**src/sme_pkg.sv**
```systemverilog
// ----------------------------------------------------------------------------
// sme_pkg
// shared types and codes for the stack machine executor
// ----------------------------------------------------------------------------
package sme_pkg;

    typedef struct packed {
        logic [4:0]         instr_opcode;
        logic signed [31:0] instr_arg;
    } instr_t;

    typedef struct packed {
        logic [9:0]         next_ip;
        logic               print_valid;
        logic signed [31:0] print_value;
        logic               halted;
        logic [2:0]         fault_code;
    } result_t;

    localparam logic [4:0] OP_PUSH = 5'd0;
    localparam logic [4:0] OP_POP  = 5'd1;
    localparam logic [4:0] OP_DUP  = 5'd2;
    localparam logic [4:0] OP_ADD  = 5'd3;
    localparam logic [4:0] OP_SUB  = 5'd4;
    localparam logic [4:0] OP_MUL  = 5'd5;
    localparam logic [4:0] OP_DIV  = 5'd6;
    localparam logic [4:0] OP_JMP  = 5'd7;
    localparam logic [4:0] OP_JIT  = 5'd8;
    localparam logic [4:0] OP_JIF  = 5'd9;
    localparam logic [4:0] OP_CALL = 5'd10;
    localparam logic [4:0] OP_RET  = 5'd11;
    localparam logic [4:0] OP_EQ   = 5'd12;
    localparam logic [4:0] OP_GT   = 5'd13;
    localparam logic [4:0] OP_GE   = 5'd14;
    localparam logic [4:0] OP_LT   = 5'd15;
    localparam logic [4:0] OP_LE   = 5'd16;
    localparam logic [4:0] OP_NE   = 5'd17;
    localparam logic [4:0] OP_STO  = 5'd18;
    localparam logic [4:0] OP_RCL  = 5'd19;
    localparam logic [4:0] OP_STL  = 5'd20;
    localparam logic [4:0] OP_RCE  = 5'd21;
    localparam logic [4:0] OP_ALC  = 5'd22;
    localparam logic [4:0] OP_FRE  = 5'd23;
    localparam logic [4:0] OP_SAVE = 5'd24;
    localparam logic [4:0] OP_REST = 5'd25;
    localparam logic [4:0] OP_END  = 5'd26;
    localparam logic [4:0] OP_PRN  = 5'd27;

    localparam logic [2:0] FLT_OK   = 3'd0;
    localparam logic [2:0] FLT_UNF  = 3'd1;
    localparam logic [2:0] FLT_OVF  = 3'd2;
    localparam logic [2:0] FLT_EXC  = 3'd3;
    localparam logic [2:0] FLT_ADDR = 3'd4;
    localparam logic [2:0] FLT_DIVZ = 3'd5;

    typedef enum logic [3:0] {
        ALU_ADD, ALU_SUB, ALU_MUL, ALU_DIV,
        ALU_EQ, ALU_GT, ALU_GE, ALU_LT, ALU_LE, ALU_NE
    } alu_op_t;

    typedef struct packed {
        logic    start;
        alu_op_t op;
    } alu_req_t;

endpackage

```
**src/sme_alu.sv**
```systemverilog
// ----------------------------------------------------------------------------
// sme_alu
// shared arithmetic unit: add, sub, compare, multiply, iterative divide
// ----------------------------------------------------------------------------
module sme_alu (
    input  logic              clk,
    input  logic              rst_n,
    input  sme_pkg::alu_req_t req,
    input  logic [31:0]       a,
    input  logic [31:0]       b,
    output logic              done,
    output logic [31:0]       res
);
    import sme_pkg::*;

    logic        busy_reg;
    logic        done_reg;
    logic [4:0]  cnt_reg;
    logic [31:0] rem_reg;
    logic [31:0] quo_reg;
    logic [31:0] dvs_reg;
    logic        neg_reg;
    logic [31:0] res_reg;

    logic [32:0] rem_sh;
    logic [32:0] rem_sub;
    logic        bit_q;
    logic [31:0] quo_new;
    logic [31:0] simple_res;

    // one restoring divide step
    assign rem_sh  = {rem_reg, quo_reg[31]};
    assign rem_sub = rem_sh - {1'b0, dvs_reg};
    assign bit_q   = !rem_sub[32];
    assign quo_new = {quo_reg[30:0], bit_q};

    always_comb
    begin
        case (req.op)
            ALU_ADD: simple_res = a + b;
            ALU_SUB: simple_res = a - b;
            ALU_MUL: simple_res = 32'(a * b);
            ALU_EQ:  simple_res = {31'd0, a == b};
            ALU_GT:  simple_res = {31'd0, $signed(a) >  $signed(b)};
            ALU_GE:  simple_res = {31'd0, $signed(a) >= $signed(b)};
            ALU_LT:  simple_res = {31'd0, $signed(a) <  $signed(b)};
            ALU_LE:  simple_res = {31'd0, $signed(a) <= $signed(b)};
            ALU_NE:  simple_res = {31'd0, a != b};
            default: simple_res = '0;
        endcase
    end

    always_ff @(posedge clk or negedge rst_n)
    begin
        if (!rst_n)
        begin
            busy_reg <= 1'b0;
            done_reg <= 1'b0;
            cnt_reg  <= '0;
        end
        else
        begin
            done_reg <= 1'b0;
            if (req.start && req.op == ALU_DIV)
            begin
                busy_reg <= 1'b1;
                cnt_reg  <= '0;
            end
            else if (req.start)
            begin
                done_reg <= 1'b1;
            end
            else if (busy_reg)
            begin
                cnt_reg <= cnt_reg + 5'd1;
                if (cnt_reg == 5'd31)
                begin
                    busy_reg <= 1'b0;
                    done_reg <= 1'b1;
                end
            end
        end
    end

    always_ff @(posedge clk)
    begin
        if (req.start && req.op == ALU_DIV)
        begin
            rem_reg <= '0;
            quo_reg <= a[31] ? -a : a;
            dvs_reg <= b[31] ? -b : b;
            neg_reg <= a[31] ^ b[31];
        end
        else if (req.start)
        begin
            res_reg <= simple_res;
        end
        else if (busy_reg)
        begin
            rem_reg <= bit_q ? rem_sub[31:0] : rem_sh[31:0];
            quo_reg <= quo_new;
            if (cnt_reg == 5'd31)
                res_reg <= neg_reg ? -quo_new : quo_new;
        end
    end

    assign done = done_reg;
    assign res  = res_reg;

    a_done_single: assert property (@(posedge clk) disable iff (!rst_n)
        done_reg |=> !done_reg)
        else $error("alu done held for more than one cycle");
    a_no_start_busy: assert property (@(posedge clk) disable iff (!rst_n)
        busy_reg |-> !req.start)
        else $error("alu started while divide in progress");
    a_busy_ends: assert property (@(posedge clk) disable iff (!rst_n)
        busy_reg && cnt_reg == 5'd31 |=> done_reg && !busy_reg)
        else $error("divide did not finish after last step");

endmodule

```
**config.mk**
```make
export PLATFORM = sky130hd
export DESIGN_NAME = sme_alu
export DESIGN_NICKNAME = d
export VERILOG_FILES = /design/src/sme_pkg.sv /design/src/sme_alu.sv
export SDC_FILE = /design/constraint.sdc
export NUM_CORES = 2
export LEC_CHECK = 0
export CORE_UTILIZATION = 54
export DETAILED_ROUTE_END_ITERATION = 7
export DONT_BUFFER_PORTS = 1
export PLACE_DENSITY = 0.81
export SETUP_SLACK_MARGIN = 0.05
export SYNTH_ARGS = -nofsm -noshare
export SYNTH_HDL_FRONTEND = slang
export SYNTH_SLANG_ARGS = --single-unit
```
**constraint.sdc**
```tcl
create_clock -name clk -period 5.83 [get_ports clk]
set_input_delay 0.8745 -clock clk [delete_from_list [all_inputs] [get_ports clk]]
set_output_delay 0.8745 -clock clk [all_outputs]
set_load 0.005 [all_outputs]
```
== After elaboration in Yosys (flattened, before gate mapping) ==
Cells that the tools add are included.
Storage, ports and cells
  input port bits: 71
  register bits after elaboration: 136
  word-level logic and storage cells: 68
  output and inout bits: 33
Operators by class
  multiplexer cells: 22
  order comparisons: 4
  add/sub/neg operators: 7
  multipliers: 1
  equality and inequality tests: 13
  bitwise gates (word level): 3
  reductions and logical operators: 9
Operator list (count)
  32-bit 2-to-1 mux: 9
  32-bit one-hot mux with 9 select lines: 1
  32-bit negator: 3
  33-bit by 32-bit subtractor with 33-bit output: 1
  32-bit adder: 1
  32-bit == test: 1
  32-bit greater-or-equal comparator: 1
  32-bit greater-than comparator: 1
  32-bit <= comparator: 1
  32-bit less-than comparator: 1
  32-bit by 32-bit multiplier with 32-bit output: 1
  32-bit != test: 1
  32-bit subtractor: 1
  31-bit 2-to-1 mux: 1
  4-bit by 3-bit == test with 1-bit output, second input constant: 4
  5-bit 2-to-1 mux: 3
  4-bit by 2-bit == test with 1-bit output, second input constant: 2
  4-bit == test, second input constant: 2
  1-bit 2-to-1 mux: 8
  2-bit nonzero test: 3
  5-bit by 1-bit adder with 5-bit output, second input constant: 1
  5-bit == test, second input constant: 1
  4-bit by 1-bit == test with 1-bit output, second input constant: 1
  4-bit logical NOT: 1
  other kinds (7): 9

== Logic depth before layout (Yosys ltp) ==
  word-level depth: 7
  gate-level depth with buffers: 29
  depth with buffers taken out: 26

== Worst setup path before layout ==
OpenSTA, ideal clock, no wires.
  kind: input to register
  start point: input port b[7]
  end point: register res_reg[31], in the netlist res[31] (data pin)
  arrival: 7.551 ns
  slack: -1.976 ns
  buffers on the path: 3
  required time: 5.575 ns
  stages: 27
  library setup time: 0.255 ns
  cells stage by stage: clkbuf_1 clkbuf_1 and2_1 fa_1 fa_1 fa_1 inv_1 fa_1 inv_1 fa_1 inv_1 fa_1 inv_1 fa_1 fa_1 ha_1 clkbuf_1 a211oi_1 a21oi_1 nor2_1 o21bai_1 a41o_1 a221o_1 o41ai_1 xnor2_1 a21oi_1 nor2_1
On the way
  cells in the longest elaborated chain, start to end: 3
  elaborated cells on any way between the ends: 5
  classes of those cells: add/sub (2); mul (1); mux (2)
RTL lines
  from (decl): RTL line sme_alu.sv:10  | input logic [31:0] b,
  32-bit by 32-bit multiplier with 32-bit output (tied with other cells): RTL line sme_alu.sv:42  | ALU_MUL: simple_res = 32'(a * b);
  32-bit one-hot mux with 9 select lines *: RTL line sme_alu.sv:39  | case (req.op)
  32-bit 2-to-1 mux *: RTL line sme_alu.sv:94  | else if (req.start)
  to (signal assigned): RTL line sme_alu.sv:96  | res_reg <= simple_res;
  to (signal assigned): RTL line sme_alu.sv:103  | res_reg <= neg_reg ? -quo_new : quo_new;
  to (decl): RTL line sme_alu.sv:23  | logic [31:0] res_reg;
Mark *: on every way between the ends. The rest lies on a longest branch, timed or not.
A chain may end at the register's enable or synchronous reset.

== Worst setup path after layout ==
  start point: input port a[16]
  end point: register res_reg[29], in the netlist res[29] (data pin)
On the way
  cells in the longest elaborated chain, start to end: 3
  elaborated cells on any way between the ends: 5
  classes of those cells: add/sub (2); mul (1); mux (2)
RTL lines
  from (decl): RTL line sme_alu.sv:9  | input logic [31:0] a,
  32-bit by 32-bit multiplier with 32-bit output (tied with other cells): RTL line sme_alu.sv:42
  32-bit one-hot mux with 9 select lines *: RTL line sme_alu.sv:39
  32-bit 2-to-1 mux *: RTL line sme_alu.sv:94
Marks and branches as above.

==> impl_metrics.csv <==
group,metric,value,unit
grt,antenna_found_initial,2,
place,dp_slack,-1.76,ns
worst_setup_path,endpoint,"res[29]$_DFFE_PP_",
timing,hold_viol_final,0,
layout,layoutNonFillerInstCount,3910,
logic_synthesis,syn_area,28000,µm²
grt,grt_first_pass_wirelength,139,mm
worst_setup_path,cp_common_cell,"fa_1",
layout,final_cell_mix,"inv_1 (473), fa_1 (405), nand2_1 (348), and2_1 (249), ha_1 (204)",
logic_synthesis,synth_warnings,0,
run_status,outcome,"finished with violations",
worst_setup_path,ff2ff_path_depth,17,
worst_setup_path,cp.depth,24,
grt,grt_overflow,0,
drt,wl_per_cell,22.7,µm
timing,finalWorstSetupSlack,-1.25,ns
worst_setup_path,cp-startpoint,"a[16]",
worst_setup_path,critical_path.top_delay_family,"adder cells",
worst_setup_path,slowest_stage,"fa_1",
floorplan,start_util,54.6,%
logic_synthesis,ys_seq_elements,136,
drt,num_vias,24200,
floorplan,row_count,83,
floorplan,core,51200,µm²
place,place.gp.congestion,0.992,
worst_setup_path,worst-path-buf-inv,4,
worst_setup_path,cpPeakStageDelay,0.57,ns
timing,finalSetupViolations,21,
logic_synthesis,synthesis.nets,3929,
logic_synthesis,synth_enable_flop_cells,97,
timing,period_minus_slack,7.08,ns
timing,worstMarginPinSlew,1.41,ns
timing,grt_setup_unrepaired,"yes",
floorplan,die_w,230,µm
timing,fin_tns_setup,-17.15,ns
worst_setup_path,criticalPathCategory,"input port to register",
grt,grt_pass1_vias,25000,
layout,nets,3919,
grt,use_met2,53.7,%
layout,syn_to_final_growth,9.22,%
logic_synthesis,synthArstFlopShare,5.15,%
cts,insertion_delay,0.45,ns
worst_hold_path,hold_class,"input port to async pin",
timing,fin_skew,0.0108,ns
logic_synthesis,syn_avg_cell_area,8.68,µm²
cts,cts_root_buffer,"clkbuf_16",
worst_setup_path,crit_path_start_kind,"input port",
grt,top_usage_layer,"met2",
place,placedCellCount,3866,
worst_setup_path,cp.required,6.01,ns
grt,grt_max_degree,76,
layout,finish.utilization,59.7,%
run,drv_cap,0,
grt,use_met3,9.01,%
run_status,violations,"negative setup slack",
worst_setup_path,r2r_slack,1.08,ns
logic_synthesis,synth_cell_types,76,
place,io_buffers,0,
logic_synthesis,yosysSeqAreaShare,13.3,%
cts,cts_tree,"done",
drt,ant_nets,0,
floorplan,die_area,52700,µm²
worst_setup_path,reg2reg_to,"res[22]$_DFFE_PP_",
floorplan,ios,104,
place,dp_hpwl,66.1,mm
cts,cts_max_level,4,
worst_setup_path,cp_max_fo,21,
worst_setup_path,rr_startpoint,"quo_reg[31]$_DFFE_PP_",
timing,slew_violations,0,
cts,cts_made_buffers,17,
timing,finalCritPeriodShare,122,%
timing,max_slew_margin,6.00,%
grt,met1_usage,43.6,%
floorplan,die_h,230,µm
logic_synthesis,synth_ff_type,"edfxtp_1",
drt,viasPerCell,6.20,
timing,clock.fmax,141,MHz
cts,cts-hold-fix-buffers,0,
drt,route.detailed.drc,0,
drt,wl,88.7,mm
drt,first_iter_violations,2634,
worst_setup_path,end_kind,"register",
cts,cts.path.max_buffers,2,
grt,groute.usage.overall,34.2,%
layout,drive_gt1_share,9.70,%
worst_setup_path,crit_arrival,7.27,ns
logic_synthesis,syn_inst,3224,
worst_setup_path,worstPathCellList,"and2_4 > fa_1 > inv_1 > fa_1 > fa_1 > fa_1 > inv_2 > fa_1 > inv_2 > fa_1 > inv_1 > fa_1 > fa_1 > ha_4 > a211oi_2 > a21oi_1 > nor2_1 > o21bai_1 > a41o_1 > a221o_1 > nor2_2 > xnor2_2 > a221oi_2 > o22ai_1",
layout,final_common_cell,"inv_1",
cts,clk_pin_slew_worst_paths,0.06,ns
drt,first_pass_iters,6,
cts,clkSinkCount,136,
==> worst register-to-register path, delay by kind of cell, from the launching register on <==
| kind | cells | cell delay [ns] |
|---|---|---|
| fa+ha+maj | 3 | 0.81 |
| buf+inv | 2 | 0.24 |
| simple gates | 4 | 0.97 |
| flops | 1 | 0.36 |
| xor+xnor | 1 | 0.15 |
| compound gates | 7 | 1.96 |
==> cells in the mapped netlist (all sizes together), types with 8 or more instances <==
| cell type | number | area, µm² |
|---|---|---|
| inv | 487 | 1830 |
| fa | 411 | 8230 |
| nand2 | 350 | 1310 |
| and2 | 255 | 1600 |
| ha | 223 | 2790 |
| clkbuf | 169 | 634 |
| o21ai | 154 | 771 |
| nor2 | 152 | 571 |
| xnor2 | 131 | 1150 |
| a21oi | 125 | 626 |
| edfxtp | 97 | 2910 |
| xor2 | 84 | 736 |
| nand3 | 40 | 200 |
| nor3 | 35 | 175 |
| o31ai | 35 | 282 |
| a21o | 32 | 240 |
| dfxtp | 32 | 641 |
| nand2b | 32 | 215 |
| or3 | 30 | 203 |
| o22ai | 28 | 175 |
| mux2i | 22 | 220 |
| o21bai | 22 | 165 |
| o21a | 21 | 158 |
| nor2b | 20 | 125 |
| o211ai | 19 | 143 |
| o41ai | 17 | 164 |
| a221o | 15 | 150 |
| a31oi | 15 | 93.8 |
| a22oi | 14 | 105 |
| a211oi | 12 | 90.1 |
| nand4 | 11 | 83.8 |
| o221ai | 11 | 96.3 |
| nor4 | 10 | 77.6 |
| buf | 9 | 52.5 |
| a221oi | 8 | 70.1 |
| and3 | 8 | 50.1 |
| or4 | 8 | 63.8 |
==> routing by layer <==
layer  vias up  routed length, µm
li1      10400                  -
met1     11800              33100
met2      1653              39500
met3       382              11100
met4         4               4990
met5         -                 27
==> cells by family (layout without fill, tap and decap cells) <==
logic type      Yosys count  after routing  share of synthesized area [%]
compound gates          575            575                           13.4
buf+inv                 669            672                           9.06
mux                      22             22                          0.787
xor+xnor                215            215                           6.73
flops                   136            136                           13.3
fa+ha+maj               634            634                           39.4
simple gates            973            973                           17.3
other cells               0              3                              0
==> how the worst min path moves through the flow <==
| stage | from | endpoint | depth (start not counted) |
|---|---|---|---|
| floorplan | rem_reg[14]$_SDFFE_PP0P_ | rem_reg[14]$_SDFFE_PP0P_ | 2 |
| global placement | rem_reg[19]$_SDFFE_PP0P_ | rem_reg[19]$_SDFFE_PP0P_ | 2 |
| detailed placement | rem_reg[23]$_SDFFE_PP0P_ | rem_reg[23]$_SDFFE_PP0P_ | 2 |
| CTS | rst_n | cnt_reg[3]$_DFFE_PN0P_ | 0 |
| global route | rst_n | cnt_reg[1]$_DFFE_PN0P_ | 0 |
| finish | rst_n | cnt_reg[2]$_DFFE_PN0P_ | 0 |
==> repair_timing <==
item | in CTS | in global routing
buffers inserted | 8 | 8
pin swaps | 69 | 52
gates resized for setup | 75 | 42
setup endpoints to repair | 21 | 22
==> metrics by stage <==
step / hold slack [ns] / area, µm²
5_1_grt: 0.112 / 30500
3_5_place_dp: 0.471 / 29300
3_3_place_gp: 0.467 / 29300
6_report: 0.117 / 30600
2_1_floorplan: 0.448 / 28100
4_1_cts: 0.110 / 30300
==> final cells by class <==
| type | instances | area (µm²) |
|---|---|---|
| multi-input cells | 2419 | 22400 |
| fillers | 4188 | 20600 |
| flip-flops and latches | 136 | 3730 |
| inverters | 491 | 1850 |
| repair buffers | 149 | 1150 |
| well taps | 680 | 851 |
| clock buffers | 20 | 437 |
| clock inverters | 12 | 129 |
| diodes | 3 | 7.51 |
Power is left out: the tool's default activity adds up to more than one toggle a clock period on the data nets, which glitch-free logic cannot reach.
